File: src/hdl/xpw_pkg.sv
`timescale 1ns / 1ps
`default_nettype none
// ----------------------------------------------------------------------------
// xpw_pkg
// shared types and constants of the four-level page walker
// ----------------------------------------------------------------------------
package xpw_pkg;

   // configuration register indexes
   localparam logic [1:0] CSR_TABLE_ROOT  = 2'd0;
   localparam logic [1:0] CSR_PAGING_EN   = 2'd1;
   localparam logic [1:0] CSR_PAE_EN      = 2'd2;
   localparam logic [1:0] CSR_LONG_MODE   = 2'd3;

   // request operation codes
   localparam logic OP_TRANSLATE = 1'b0;
   localparam logic OP_READ_RSP  = 1'b1;

   // result kinds
   localparam logic KIND_READ = 1'b0;
   localparam logic KIND_DONE = 1'b1;

   // walk status codes
   localparam logic [2:0] ST_OK           = 3'd0;
   localparam logic [2:0] ST_NONCANON     = 3'd1;
   localparam logic [2:0] ST_MODE_OFF     = 3'd2;
   localparam logic [2:0] ST_NOT_PRESENT  = 3'd3;
   localparam logic [2:0] ST_READ_ERROR   = 3'd7;

   // page sizes
   localparam logic [1:0] SIZE_4K = 2'd0;
   localparam logic [1:0] SIZE_2M = 2'd1;
   localparam logic [1:0] SIZE_1G = 2'd2;

   // walk levels
   localparam logic [1:0] LVL_ROOT = 2'd0;
   localparam logic [1:0] LVL_PDPT = 2'd1;
   localparam logic [1:0] LVL_PD   = 2'd2;
   localparam logic [1:0] LVL_PT   = 2'd3;

   // entry bit positions
   localparam int BIT_PRESENT = 0;
   localparam int BIT_WRITE   = 1;
   localparam int BIT_USER    = 2;
   localparam int BIT_LARGE   = 7;
   localparam int BIT_NX      = 63;

   typedef struct packed {
      logic        operation;
      logic [63:0] virtual_address;
      logic [63:0] read_data;
      logic        read_ok;
   } req_type;

   typedef struct packed {
      logic        kind;
      logic [51:0] read_address;
      logic [2:0]  status;
      logic [51:0] physical_address;
      logic [1:0]  page_size;
      logic [2:0]  levels_read;
      logic        allowed_write;
      logic        allowed_user;
      logic        no_execute;
      logic [63:0] final_entry;
   } rsp_type;

   // classified beat handed from front to back
   typedef struct packed {
      logic        is_translate;
      logic        canonical;
      logic        mode_ok;
      logic [51:0] root_entry_addr;
      logic [63:0] virtual_address;
      logic [63:0] read_data;
      logic        read_ok;
   } cls_type;

endpackage
`default_nettype wire

File: src/hdl/xpw_queue.sv
`timescale 1ns / 1ps
`default_nettype none
// ----------------------------------------------------------------------------
// xpw_queue
// small first-in first-out queue of register entries
// ----------------------------------------------------------------------------
module xpw_queue #(
   parameter type item_type = logic,
   parameter int  DEPTH     = 2
) (
   input  wire logic     clock,
   input  wire logic     reset,
   input  wire logic     push,
   input  wire item_type wr_data,
   output logic          full,
   input  wire logic     pop,
   output item_type      rd_data,
   output logic          empty
);
   localparam int PTR_W = $clog2(DEPTH);
   localparam int CNT_W = $clog2(DEPTH + 1);
   localparam logic [PTR_W-1:0] LAST = PTR_W'(DEPTH - 1);

   item_type mem [DEPTH];
   logic [PTR_W-1:0] wr_ptr_ff, wr_ptr_in;
   logic [PTR_W-1:0] rd_ptr_ff, rd_ptr_in;
   logic [CNT_W-1:0] count_ff, count_in;
   logic do_push, do_pop;

   assign full    = (count_ff == CNT_W'(DEPTH));
   assign empty   = (count_ff == '0);
   assign do_push = push && !full;
   assign do_pop  = pop && !empty;
   assign rd_data = mem[rd_ptr_ff];

   always_comb begin
      wr_ptr_in = wr_ptr_ff;
      rd_ptr_in = rd_ptr_ff;
      count_in  = count_ff;
      if (do_push) begin
         wr_ptr_in = (wr_ptr_ff == LAST) ? '0 : wr_ptr_ff + 1'b1;
      end
      if (do_pop) begin
         rd_ptr_in = (rd_ptr_ff == LAST) ? '0 : rd_ptr_ff + 1'b1;
      end
      if (do_push && !do_pop) begin
         count_in = count_ff + 1'b1;
      end else if (do_pop && !do_push) begin
         count_in = count_ff - 1'b1;
      end
   end

   always_ff @(posedge clock) begin
      if (reset) begin
         wr_ptr_ff <= '0;
         rd_ptr_ff <= '0;
         count_ff  <= '0;
      end else begin
         wr_ptr_ff <= wr_ptr_in;
         rd_ptr_ff <= rd_ptr_in;
         count_ff  <= count_in;
      end
   end

   always_ff @(posedge clock) begin
      if (do_push) begin
         mem[wr_ptr_ff] <= wr_data;
      end
   end

endmodule
`default_nettype wire

File: src/hdl/xpw_front.sv
`timescale 1ns / 1ps
`default_nettype none
// ----------------------------------------------------------------------------
// xpw_front
// classifies incoming beats: canonical check, mode check, root entry address
// ----------------------------------------------------------------------------
module xpw_front #(
   parameter int PHYS_ADDR_BITS = 52
) (
   input  wire xpw_pkg::req_type req,
   input  wire logic [51:0]      table_root,
   input  wire logic             paging_enabled,
   input  wire logic             pae_enabled,
   input  wire logic             long_mode_active,
   output xpw_pkg::cls_type      cls
);
   import xpw_pkg::*;

   localparam logic [51:0] PHYS_MASK = {52{1'b1}} >> (52 - PHYS_ADDR_BITS);

   logic [63:0] va;

   assign va = req.virtual_address;

   always_comb begin
      cls                 = '0;
      cls.is_translate    = (req.operation == OP_TRANSLATE);
      cls.canonical       = (va[63:48] == {16{va[47]}});
      cls.mode_ok         = paging_enabled && pae_enabled && long_mode_active;
      cls.root_entry_addr = {table_root[51:12], va[47:39], 3'b000} & PHYS_MASK;
      cls.virtual_address = va;
      cls.read_data       = req.read_data;
      cls.read_ok         = req.read_ok;
   end

endmodule
`default_nettype wire

File: src/hdl/xpw_back.sv
`timescale 1ns / 1ps
`default_nettype none
// ----------------------------------------------------------------------------
// xpw_back
// walk engine: holds walk state; each beat but a stray read response gives a result
// ----------------------------------------------------------------------------
module xpw_back #(
   parameter int PHYS_ADDR_BITS = 52
) (
   input  wire logic             clock,
   input  wire logic             reset,
   input  wire xpw_pkg::cls_type cls,
   input  wire logic             cls_empty,
   output logic                  cls_pop,
   input  wire logic             rsp_full,
   output logic                  rsp_push,
   output xpw_pkg::rsp_type      rsp
);
   import xpw_pkg::*;

   localparam logic [51:0] PHYS_MASK = {52{1'b1}} >> (52 - PHYS_ADDR_BITS);

   logic        busy_ff, busy_in;
   logic [1:0]  level_ff, level_in;
   logic [63:0] vaddr_ff, vaddr_in;
   logic        acc_write_ff, acc_write_in;
   logic        acc_user_ff, acc_user_in;
   logic        acc_nx_ff, acc_nx_in;

   logic [63:0] entry;
   logic [1:0]  next_level;
   logic [8:0]  next_index;

   assign entry      = cls.read_data;
   assign next_level = level_ff + 2'd1;

   // table index of the next level from the held address
   always_comb begin
      case (next_level)
         LVL_ROOT: next_index = vaddr_ff[47:39];
         LVL_PDPT: next_index = vaddr_ff[38:30];
         LVL_PD:   next_index = vaddr_ff[29:21];
         LVL_PT:   next_index = vaddr_ff[20:12];
         default:  next_index = vaddr_ff[20:12];
      endcase
   end

   always_comb begin
      busy_in      = busy_ff;
      level_in     = level_ff;
      vaddr_in     = vaddr_ff;
      acc_write_in = acc_write_ff;
      acc_user_in  = acc_user_ff;
      acc_nx_in    = acc_nx_ff;
      rsp          = '0;
      rsp_push     = 1'b0;
      cls_pop      = !cls_empty && !rsp_full;

      if (cls_pop) begin
         if (cls.is_translate) begin
            // a new request drops any running walk
            busy_in      = 1'b0;
            level_in     = LVL_ROOT;
            vaddr_in     = cls.virtual_address;
            acc_write_in = 1'b1;
            acc_user_in  = 1'b1;
            acc_nx_in    = 1'b0;
            rsp_push     = 1'b1;
            if (!cls.canonical || !cls.mode_ok) begin
               rsp.kind          = KIND_DONE;
               rsp.status        = cls.canonical ? ST_MODE_OFF : ST_NONCANON;
               rsp.allowed_write = 1'b1;
               rsp.allowed_user  = 1'b1;
            end else begin
               rsp.kind         = KIND_READ;
               rsp.read_address = cls.root_entry_addr;
               busy_in          = 1'b1;
            end
         end else if (busy_ff) begin
            rsp_push = 1'b1;
            if (!cls.read_ok) begin
               rsp.kind          = KIND_DONE;
               rsp.status        = ST_READ_ERROR;
               rsp.levels_read   = {1'b0, level_ff};
               rsp.allowed_write = acc_write_ff;
               rsp.allowed_user  = acc_user_ff;
               rsp.no_execute    = acc_nx_ff;
               busy_in           = 1'b0;
            end else begin
               acc_write_in = acc_write_ff & entry[BIT_WRITE];
               acc_user_in  = acc_user_ff & entry[BIT_USER];
               acc_nx_in    = acc_nx_ff | entry[BIT_NX];
               // finished fields, overridden for a further read below
               rsp.kind          = KIND_DONE;
               rsp.levels_read   = {1'b0, level_ff} + 3'd1;
               rsp.allowed_write = acc_write_in;
               rsp.allowed_user  = acc_user_in;
               rsp.no_execute    = acc_nx_in;
               rsp.final_entry   = entry;
               busy_in           = 1'b0;
               if (!entry[BIT_PRESENT]) begin
                  rsp.status = ST_NOT_PRESENT + {1'b0, level_ff};
               end else if (level_ff == LVL_PDPT && entry[BIT_LARGE]) begin
                  rsp.status           = ST_OK;
                  rsp.page_size        = SIZE_1G;
                  rsp.physical_address = {entry[51:30], vaddr_ff[29:0]} & PHYS_MASK;
               end else if (level_ff == LVL_PD && entry[BIT_LARGE]) begin
                  rsp.status           = ST_OK;
                  rsp.page_size        = SIZE_2M;
                  rsp.physical_address = {entry[51:21], vaddr_ff[20:0]} & PHYS_MASK;
               end else if (level_ff == LVL_PT) begin
                  rsp.status           = ST_OK;
                  rsp.page_size        = SIZE_4K;
                  rsp.physical_address = {entry[51:12], vaddr_ff[11:0]} & PHYS_MASK;
               end else begin
                  rsp              = '0;
                  rsp.kind         = KIND_READ;
                  rsp.read_address = {entry[51:12], next_index, 3'b000} & PHYS_MASK;
                  level_in         = next_level;
                  busy_in          = 1'b1;
               end
            end
         end
      end
   end

   always_ff @(posedge clock) begin
      if (reset) begin
         busy_ff      <= 1'b0;
         level_ff     <= LVL_ROOT;
         acc_write_ff <= 1'b1;
         acc_user_ff  <= 1'b1;
         acc_nx_ff    <= 1'b0;
      end else begin
         busy_ff      <= busy_in;
         level_ff     <= level_in;
         acc_write_ff <= acc_write_in;
         acc_user_ff  <= acc_user_in;
         acc_nx_ff    <= acc_nx_in;
      end
   end

   always_ff @(posedge clock) begin
      vaddr_ff <= vaddr_in;
   end

endmodule
`default_nettype wire

File: src/hdl/x64_four_level_page_walker.sv
`timescale 1ns / 1ps
`default_nettype none
// ----------------------------------------------------------------------------
// x64_four_level_page_walker
// four-level long-mode page table walker with queue interfaces
// ----------------------------------------------------------------------------
// Translates 64-bit virtual addresses by walking long-mode page tables held in
// an external memory. A translate beat is checked for a canonical address and
// for paging, PAE and long mode being on; it then yields a read request for the
// root entry. The caller performs each read and pushes the entry back as a read
// response beat, which yields either the next read request or the finished
// translation. One beat is taken every cycle: the back end finishes each beat
// in a single step, so the sustained rate is one beat per cycle while the
// result side keeps popping. An accepted beat waits in the front-to-back queue;
// its result is registered in the result queue, whose head drives the rsp_
// ports. Configuration writes are always accepted (csr_ready is tied high) and
// must only be made while no walk is in progress.
// ----------------------------------------------------------------------------
module x64_four_level_page_walker #(
   parameter int PHYS_ADDR_BITS = 52
) (
   input  wire logic             clock,
   input  wire logic             reset,
   // translate requests and read responses
   input  wire logic             req_push,
   input  wire xpw_pkg::req_type req_data,
   output logic                  req_full,
   // read requests and finished translations
   output logic                  rsp_empty,
   output xpw_pkg::rsp_type      rsp_data,
   input  wire logic             rsp_pop,
   // configuration
   input  wire logic             csr_valid,
   output logic                  csr_ready,
   input  wire logic [1:0]       csr_index,
   input  wire logic [51:0]      csr_data
);
   import xpw_pkg::*;

   // configuration registers
   logic [51:0] table_root_ff;
   logic        paging_en_ff;
   logic        pae_en_ff;
   logic        long_mode_ff;

   // front to back queue
   cls_type cls_wr;
   cls_type cls_rd;
   logic    cls_empty;
   logic    cls_pop;

   // back to result queue
   rsp_type rsp_wr;
   logic    rsp_push;
   logic    rsp_full;

   assign csr_ready = 1'b1;

   // register writes, one-bit registers keep only bit 0
   always_ff @(posedge clock) begin
      if (reset) begin
         table_root_ff <= '0;
         paging_en_ff  <= 1'b0;
         pae_en_ff     <= 1'b0;
         long_mode_ff  <= 1'b0;
      end else if (csr_valid && csr_ready) begin
         case (csr_index)
            CSR_TABLE_ROOT: table_root_ff <= csr_data;
            CSR_PAGING_EN:  paging_en_ff  <= csr_data[0];
            CSR_PAE_EN:     pae_en_ff     <= csr_data[0];
            CSR_LONG_MODE:  long_mode_ff  <= csr_data[0];
            default:        table_root_ff <= table_root_ff;
         endcase
      end
   end

   // front end: classify each beat as it arrives
   xpw_front #(
      .PHYS_ADDR_BITS (PHYS_ADDR_BITS)
   ) u_front (
      .req              (req_data),
      .table_root       (table_root_ff),
      .paging_enabled   (paging_en_ff),
      .pae_enabled      (pae_en_ff),
      .long_mode_active (long_mode_ff),
      .cls              (cls_wr)
   );

   // decouples intake from the walk engine
   xpw_queue #(
      .item_type (cls_type),
      .DEPTH     (2)
   ) u_cls_queue (
      .clock   (clock),
      .reset   (reset),
      .push    (req_push),
      .wr_data (cls_wr),
      .full    (req_full),
      .pop     (cls_pop),
      .rd_data (cls_rd),
      .empty   (cls_empty)
   );

   // back end: walk state, one beat per step
   xpw_back #(
      .PHYS_ADDR_BITS (PHYS_ADDR_BITS)
   ) u_back (
      .clock     (clock),
      .reset     (reset),
      .cls       (cls_rd),
      .cls_empty (cls_empty),
      .cls_pop   (cls_pop),
      .rsp_full  (rsp_full),
      .rsp_push  (rsp_push),
      .rsp       (rsp_wr)
   );

   // result queue, lets the engine run while a result waits
   xpw_queue #(
      .item_type (rsp_type),
      .DEPTH     (2)
   ) u_rsp_queue (
      .clock   (clock),
      .reset   (reset),
      .push    (rsp_push),
      .wr_data (rsp_wr),
      .full    (rsp_full),
      .pop     (rsp_pop),
      .rd_data (rsp_data),
      .empty   (rsp_empty)
   );

endmodule
`default_nettype wire

File: config.mk
export PLATFORM = sky130hd
export DESIGN_NAME = x64_four_level_page_walker
export DESIGN_NICKNAME = d
export VERILOG_FILES = /design/src/hdl/xpw_pkg.sv /design/src/hdl/xpw_queue.sv /design/src/hdl/xpw_front.sv /design/src/hdl/xpw_back.sv /design/src/hdl/x64_four_level_page_walker.sv
export SDC_FILE = /design/constraint.sdc
export NUM_CORES = 1
export LEC_CHECK = 0
export ABC_CLOCK_PERIOD_IN_PS = 5700
export BUFFER_PORTS_ARGS = -buffer_cell sky130_fd_sc_hd__buf_2
export CAP_MARGIN = 20
export CORE_ASPECT_RATIO = 0.7
export CORE_MARGIN = 2
export CORE_UTILIZATION = 45
export CTS_CLUSTER_DIAMETER = 60
export CTS_CLUSTER_SIZE = 30
export DETAILED_ROUTE_END_ITERATION = 10
export PLACE_DENSITY = 0.62
export SYNTH_ARGS = -nofsm -noshare
export SYNTH_HDL_FRONTEND = slang
export SYNTH_HIERARCHICAL = 1
export SYNTH_SLANG_ARGS = --single-unit
File: constraint.sdc
create_clock -name clock -period 5.7 [get_ports clock]
set_input_delay 0.285 -clock clock [delete_from_list [all_inputs] [get_ports clock]]
set_output_delay 0.285 -clock clock [all_outputs]
set_load 0.01 [all_outputs]
After elaboration in Yosys (flattened, before gate mapping)
Memories as Yosys holds them, arrays and structs flattened. A register that Yosys moved wholly into a read port is not among the register bits.
Index checks and enable logic that the tools add are counted.
{ "word_totals": {"reg_bits": 117, "ramBits": 722, "inputBits": 189, "out_inout_bits": 183, "word_cells": 161, "memories": 2} }
{ "mem_list": {"columns": ["name", "words", "width", "rd", "rd_clocked_by_memory_dff", "wr", "line", "source"], "rows": [
  ["u_cls_queue.mem", 2, 181, 1, 1, 1, "xpw_queue.sv:24", "item_type mem [DEPTH];"],
  ["u_rsp_queue.mem", 2, 180, 1, 1, 1, "xpw_queue.sv:24", null]
]} }
{ "classes": {"add_sub_neg": 11, "eq_ne": 15, "muxes": 73, "n_bitwise": 4, "n_reduce_logical": 40} }
{ "ops": {"columns": ["operator", "count"], "rows": [
  ["180-bit 2-to-1 mux", 2],
  ["53-bit 2-to-1 mux", 4],
  ["70-bit 2-to-1 mux", 3],
  ["54-bit 2-to-1 mux", 3],
  ["124-bit 2-to-1 mux", 1],
  ["57-bit 2-to-1 mux", 2],
  ["52-bit 2-to-1 mux", 2],
  ["65-bit 2-to-1 mux", 1],
  ["64-bit 2-to-1 mux", 1],
  ["56-bit 2-to-1 mux", 1],
  ["9-bit one-hot mux with 4 select lines", 1],
  ["1-bit 2-to-1 mux", 34],
  ["2-bit 2-to-1 mux", 14],
  ["16-bit == test", 1],
  ["2-bit == test, second input constant", 8],
  ["1-bit logical AND", 13],
  ["1-bit logical NOT", 10],
  ["2-bit AND reduction", 5],
  ["2-bit nonzero test", 5],
  ["3-bit 2-to-1 mux", 3],
  ["2-bit logical NOT", 4],
  ["7-bit AND reduction", 1],
  ["2-bit by 1-bit adder with 2-bit output, second input constant", 3],
  ["2-bit by 1-bit == test with 1-bit output, second input constant", 3],
  ["11 further kinds", 18]
]} }

Longest topological paths before layout
{ "logic_depth": {"ltp_word": 11, "depth_mapped": 11, "ltp_nobuf": 9} }

Modules after synthesis
Netlist, hierarchy kept.
{ "modules_own_cells": {"columns": ["mod", "instances", "cells_per_inst", "area_each_um2"], "rows": [
  ["xpw_queue (u_rsp_queue)", 1, 585, 13603.0],
  ["xpw_queue (u_cls_queue)", 1, 597, 13545.5],
  ["xpw_back", 1, 384, 3352.0],
  ["x64_four_level_page_walker", 1, 240, 2521.2],
  ["xpw_front", 1, 199, 1461.4]
]} }

Worst setup path after synthesis
Ideal clock, no wire load.
{ "synth_path": {"path_type": "register -> register", "from": "reg (tool-made name)", "to": "mem u_rsp_queue/mem[1][0] (netlist bit), enable pin", "arrival_ns": 5.493, "required_time_ns": 5.137, "setup_slack_ns": -0.355, "path_stages_with_launch": 9, "n_path_buf": 2, "path_cell_list": "dfxtp_1 buf_2 mux2_2 clkbuf_1 nor2_1 nor2_1 inv_1 nor2_1 and2_1"} }
{ "synth_lines": {"columns": ["element", "line"], "rows": [
  ["end: declaration", "xpw_queue.sv:24"]
]} }

==> load_flow_metrics.sql <==
INSERT INTO impl_metrics (metric_group, metric, value, unit) VALUES
('routing', 'vias', '15994', ''),
('sta', 'layout_min_cycle_time', '3.422', 'ns'),
('sta', 'tns', '0', 'ns'),
('worst_setup_path', 'timing.reg2reg.worst_path_depth', '7', ''),
('floorplan', 'die_width', '322.7', 'um'),
('routing', 'via_density_per_instance', '5.025', ''),
('yosys', 'synthesis.area', '32000', 'um^2'),
('placed_design', 'dpl_cell_area', '33340', 'um^2'),
('grt', 'grt_pass1_wl', '96480', 'um'),
('grt', 'maximum_number_of_pins_on_one_net_before_global_route_repair', '158', ''),
('worst_setup_path', 'path_max_fanout', '40', ''),
('min_path', 'worstHoldEndpoint', 'u_back/busy_ff', ''),
('finish', 'final_net_count', '2387', ''),
('floorplan', 'initial_utilization', '45.62', '%'),
('pwr', 'power_density', '411.9', 'nW/um^2'),
('sta', 'drv_slew', '0', ''),
('worst_setup_path', 'setup.worst_path.class', 'reg2reg', ''),
('routing', 'detailed_route_drc_error_count', '0', ''),
('clock_network', 'clock-root-buffer', 'sky130_fd_sc_hd__clkbuf_16', ''),
('finish', 'area_delta_synth_final', '14.07', '%'),
('worst_setup_path', 'worst_ep_arrival_time', '3.87', 'ns'),
('yosys', 'synthesized_instance_count', '1857', ''),
('clock_network', 'path_clk_slew', '0.10', 'ns'),
('run', 'cap_viol_max_count', '0', ''),
('sta', 'hold_violations', '0', ''),
('floorplan', 'io_pins', '372', ''),
('pwr', 'power_leakage', '12.81', 'nW'),
('sta', 'hold-worst-slack', '0.07306', 'ns'),
('sta', 'maxSlewHeadroom', '22.09', '%'),
('worst_setup_path', 'worst_reg2reg_path_startpoint', 'u_back/level_ff[0]', ''),
('finish', 'final_layout_size_suffix_gt1_share', '36.04', '%'),
('finish', 'finish.cell_count_without_fillers', '3183', ''),
('sta', 'fmax', '0.2923', 'GHz'),
('grt', 'antenna_violations_before_repair', '9', ''),
('yosys', 'post_synth.cell_area_avg', '17.23', 'um^2'),
('floorplan', 'fp-row-count', '81', ''),
('routing', 'drt_first_pass_iters', '7', ''),
('min_path', 'timing.hold.worst.class', 'in2reg', ''),
('worst_setup_path', 'startpoint_type', 'register', ''),
('worst_setup_path', 'critical_path_required', '6.15', 'ns'),
('sta', 'clock_skew', '0.02626', 'ns'),
('placed_design', 'placed_cells', '2940', ''),
('min_path', 'hold_path_startpoint', 'reset', ''),
('sta', 'setup-violations-final', '0', ''),
('clock_network', 'clock_latency', '0.60', 'ns'),
('routing', 'routed_wirelength', '65960', 'um'),
('worst_setup_path', 'worstReg2RegEnd', 'u_rsp_queue/mem[0][156]', ''),
('run_status', 'status', 'finished, final reports clean', ''),
('placed_design', 'gp_congestion', '0.7959', ''),
('grt', 'gr-usage-all-layers', '17.53', '%'),
('yosys', 'ys_warn_count', '6', ''),
('finish', 'finish.instance_area', '36500', 'um^2'),
('placed_design', 'place_hpwl', '40420', 'um'),
('routing', 'dr.first_iter.drc_count', '1248', ''),
('clock_network', 'numCtsBuffers', '42', ''),
('sta', 'setup_repair_after_global_routing_missed_its_margin', 'no', ''),
('floorplan', 'die_h', '227.1', 'um'),
('min_path', 'min_path_cells', '2', ''),
('pwr', 'peakVddDrop', '0.3835', 'mV'),
('routing', 'route.antenna.remaining_nets', '0', ''),
('clock_network', 'cts_htree_levels', '2', ''),
('worst_setup_path', 'ff2ff_setup_slack', '2.28', 'ns'),
('floorplan', 'dieArea', '73290', 'um^2'),
('sta', 'tightestPinTransition', '1.169', 'ns'),
('clock_network', 'tritoncts_clock_tree', 'yes', ''),
('grt', 'globalRoute.totalOverflow', '0', ''),
('placed_design', 'io_buffer_count', '359', ''),
('worst_setup_path', 'setup.worst_path.end_class', 'register', ''),
('sta', 'post-route-period-util', '60.03', '%'),
('clock_network', 'numClockSinks', '776', ''),
('grt', 'first_global_vias', '16339', ''),
('floorplan', 'design.core.area', '70130', 'um^2'),
('clock_network', 'max-clock-path-buffers', '3', ''),
('routing', 'post_drt_wl_per_cell', '20.72', 'um');
-- layer usage --
layer / wire length (um) / vias to the layer above / track usage, %
met5: 94 / - / 0
met4: 1382 / 14 / 4.201
met3: 3869 / 85 / 3.799
met2: 31110 / 396 / 28.57
met1: 29500 / 8065 / 24.17
li1: - / 7434 / -
-- final cells by class --
class	instances	area, um^2
Clock inverter	32	409.1
Clock buffer	46	1130
Timing Repair Buffer	533	3568
Fill cell	5767	33630
Antenna cell	4	10.01
Inverter	12	65.06
Tap cell	954	1194
Sequential cell	776	22720
Multi-Input combinational cell	826	7405
-- where the power goes --
group	internal, mW	leakage (nW)	total [mW]	switching (mW)
clock network	1.61	0.735	3.60	1.99
logic	1.67	4.96	3.85	2.18
registers	7.30	7.12	7.58	0.281
-- worst max path at each step --
stage                       startpoint                 endpoint  slack, ns  depth (start not counted)
detailed placement            register   u_rsp_queue/mem[0][19]       2.20                          6
finish              u_back/level_ff[0]  u_rsp_queue/mem[0][156]       2.28                          7
floorplan                     register    u_rsp_queue/mem[0][0]       0.09                          8
global route                  register   u_rsp_queue/mem[0][29]       2.10                          6
CTS                           register   u_rsp_queue/mem[0][29]       2.15                          6
global placement              register   u_rsp_queue/mem[0][28]       2.25                          7
-- sequential cells by signal, summed over array words and instances, names as in the netlist, named ones only --
signal	cells
u_rsp_queue/mem	360
u_cls_queue/mem	318
table_root_ff	40
u_back/vaddr_ff	39
u_back/level_ff	2
u_cls_queue/count_ff	2
u_rsp_queue/count_ff	2
long_mode_ff	1
pae_en_ff	1
paging_en_ff	1
u_back/acc_nx_ff	1
u_back/acc_user_ff	1
u_back/acc_write_ff	1
u_back/busy_ff	1
u_cls_queue/rd_ptr_ff	1
u_cls_queue/wr_ptr_ff	1
u_rsp_queue/rd_ptr_ff	1
u_rsp_queue/wr_ptr_ff	1
-- worst max-delay path: stages, from the launching register on --
cell and delay [ns]:
sky130_fd_sc_hd__dfxtp_1 0.45, sky130_fd_sc_hd__inv_1 0.15, sky130_fd_sc_hd__ha_1 0.42, sky130_fd_sc_hd__o21ai_1 0.84
sky130_fd_sc_hd__nand2_1 0.36, sky130_fd_sc_hd__nor2_4 0.20, sky130_fd_sc_hd__buf_4 0.55, sky130_fd_sc_hd__a22o_1 0.27
-- stage by stage --
step / setup WS (ns) / total power, mW / utilization [%]
global placement: 2.249 / 11.47 / 47.54
global route: 2.102 / 15.70 / 52.04
floorplan: 0.09323 / 10.38 / -
detailed placement: 2.202 / 11.54 / 47.54
finish: 2.278 / 15.03 / 52.04
CTS: 2.151 / 15.25 / 52.03
-- cells in the final DEF (no fill, tap or decap), types with 7 or more instances in the layout --
cell,count
sky130_fd_sc_hd__edfxtp_1,717
sky130_fd_sc_hd__buf_2,359
sky130_fd_sc_hd__mux2_2,239
sky130_fd_sc_hd__dlygate4sd3_1,161
sky130_fd_sc_hd__and2_1,102
sky130_fd_sc_hd__mux2_4,100
sky130_fd_sc_hd__nand2b_1,86
sky130_fd_sc_hd__dfxtp_1,57
sky130_fd_sc_hd__nand2_1,46
sky130_fd_sc_hd__clkbuf_16,45
sky130_fd_sc_hd__mux2i_1,44
sky130_fd_sc_hd__a22o_1,40
sky130_fd_sc_hd__a21oi_1,30
sky130_fd_sc_hd__nor2_1,22
sky130_fd_sc_hd__o21ai_0,21
sky130_fd_sc_hd__nand3_1,16
sky130_fd_sc_hd__inv_1,9
sky130_fd_sc_hd__a222oi_1,9
sky130_fd_sc_hd__buf_4,8
sky130_fd_sc_hd__inv_8,7
sky130_fd_sc_hd__ha_1,7
-- timing repair --
action	in CTS	in global routing
gates resized for setup	0	0
hold buffers	161	0
buffers inserted	0	0
endpoints found under the hold margin	271	0
Power figures use the tool's default switching activity.
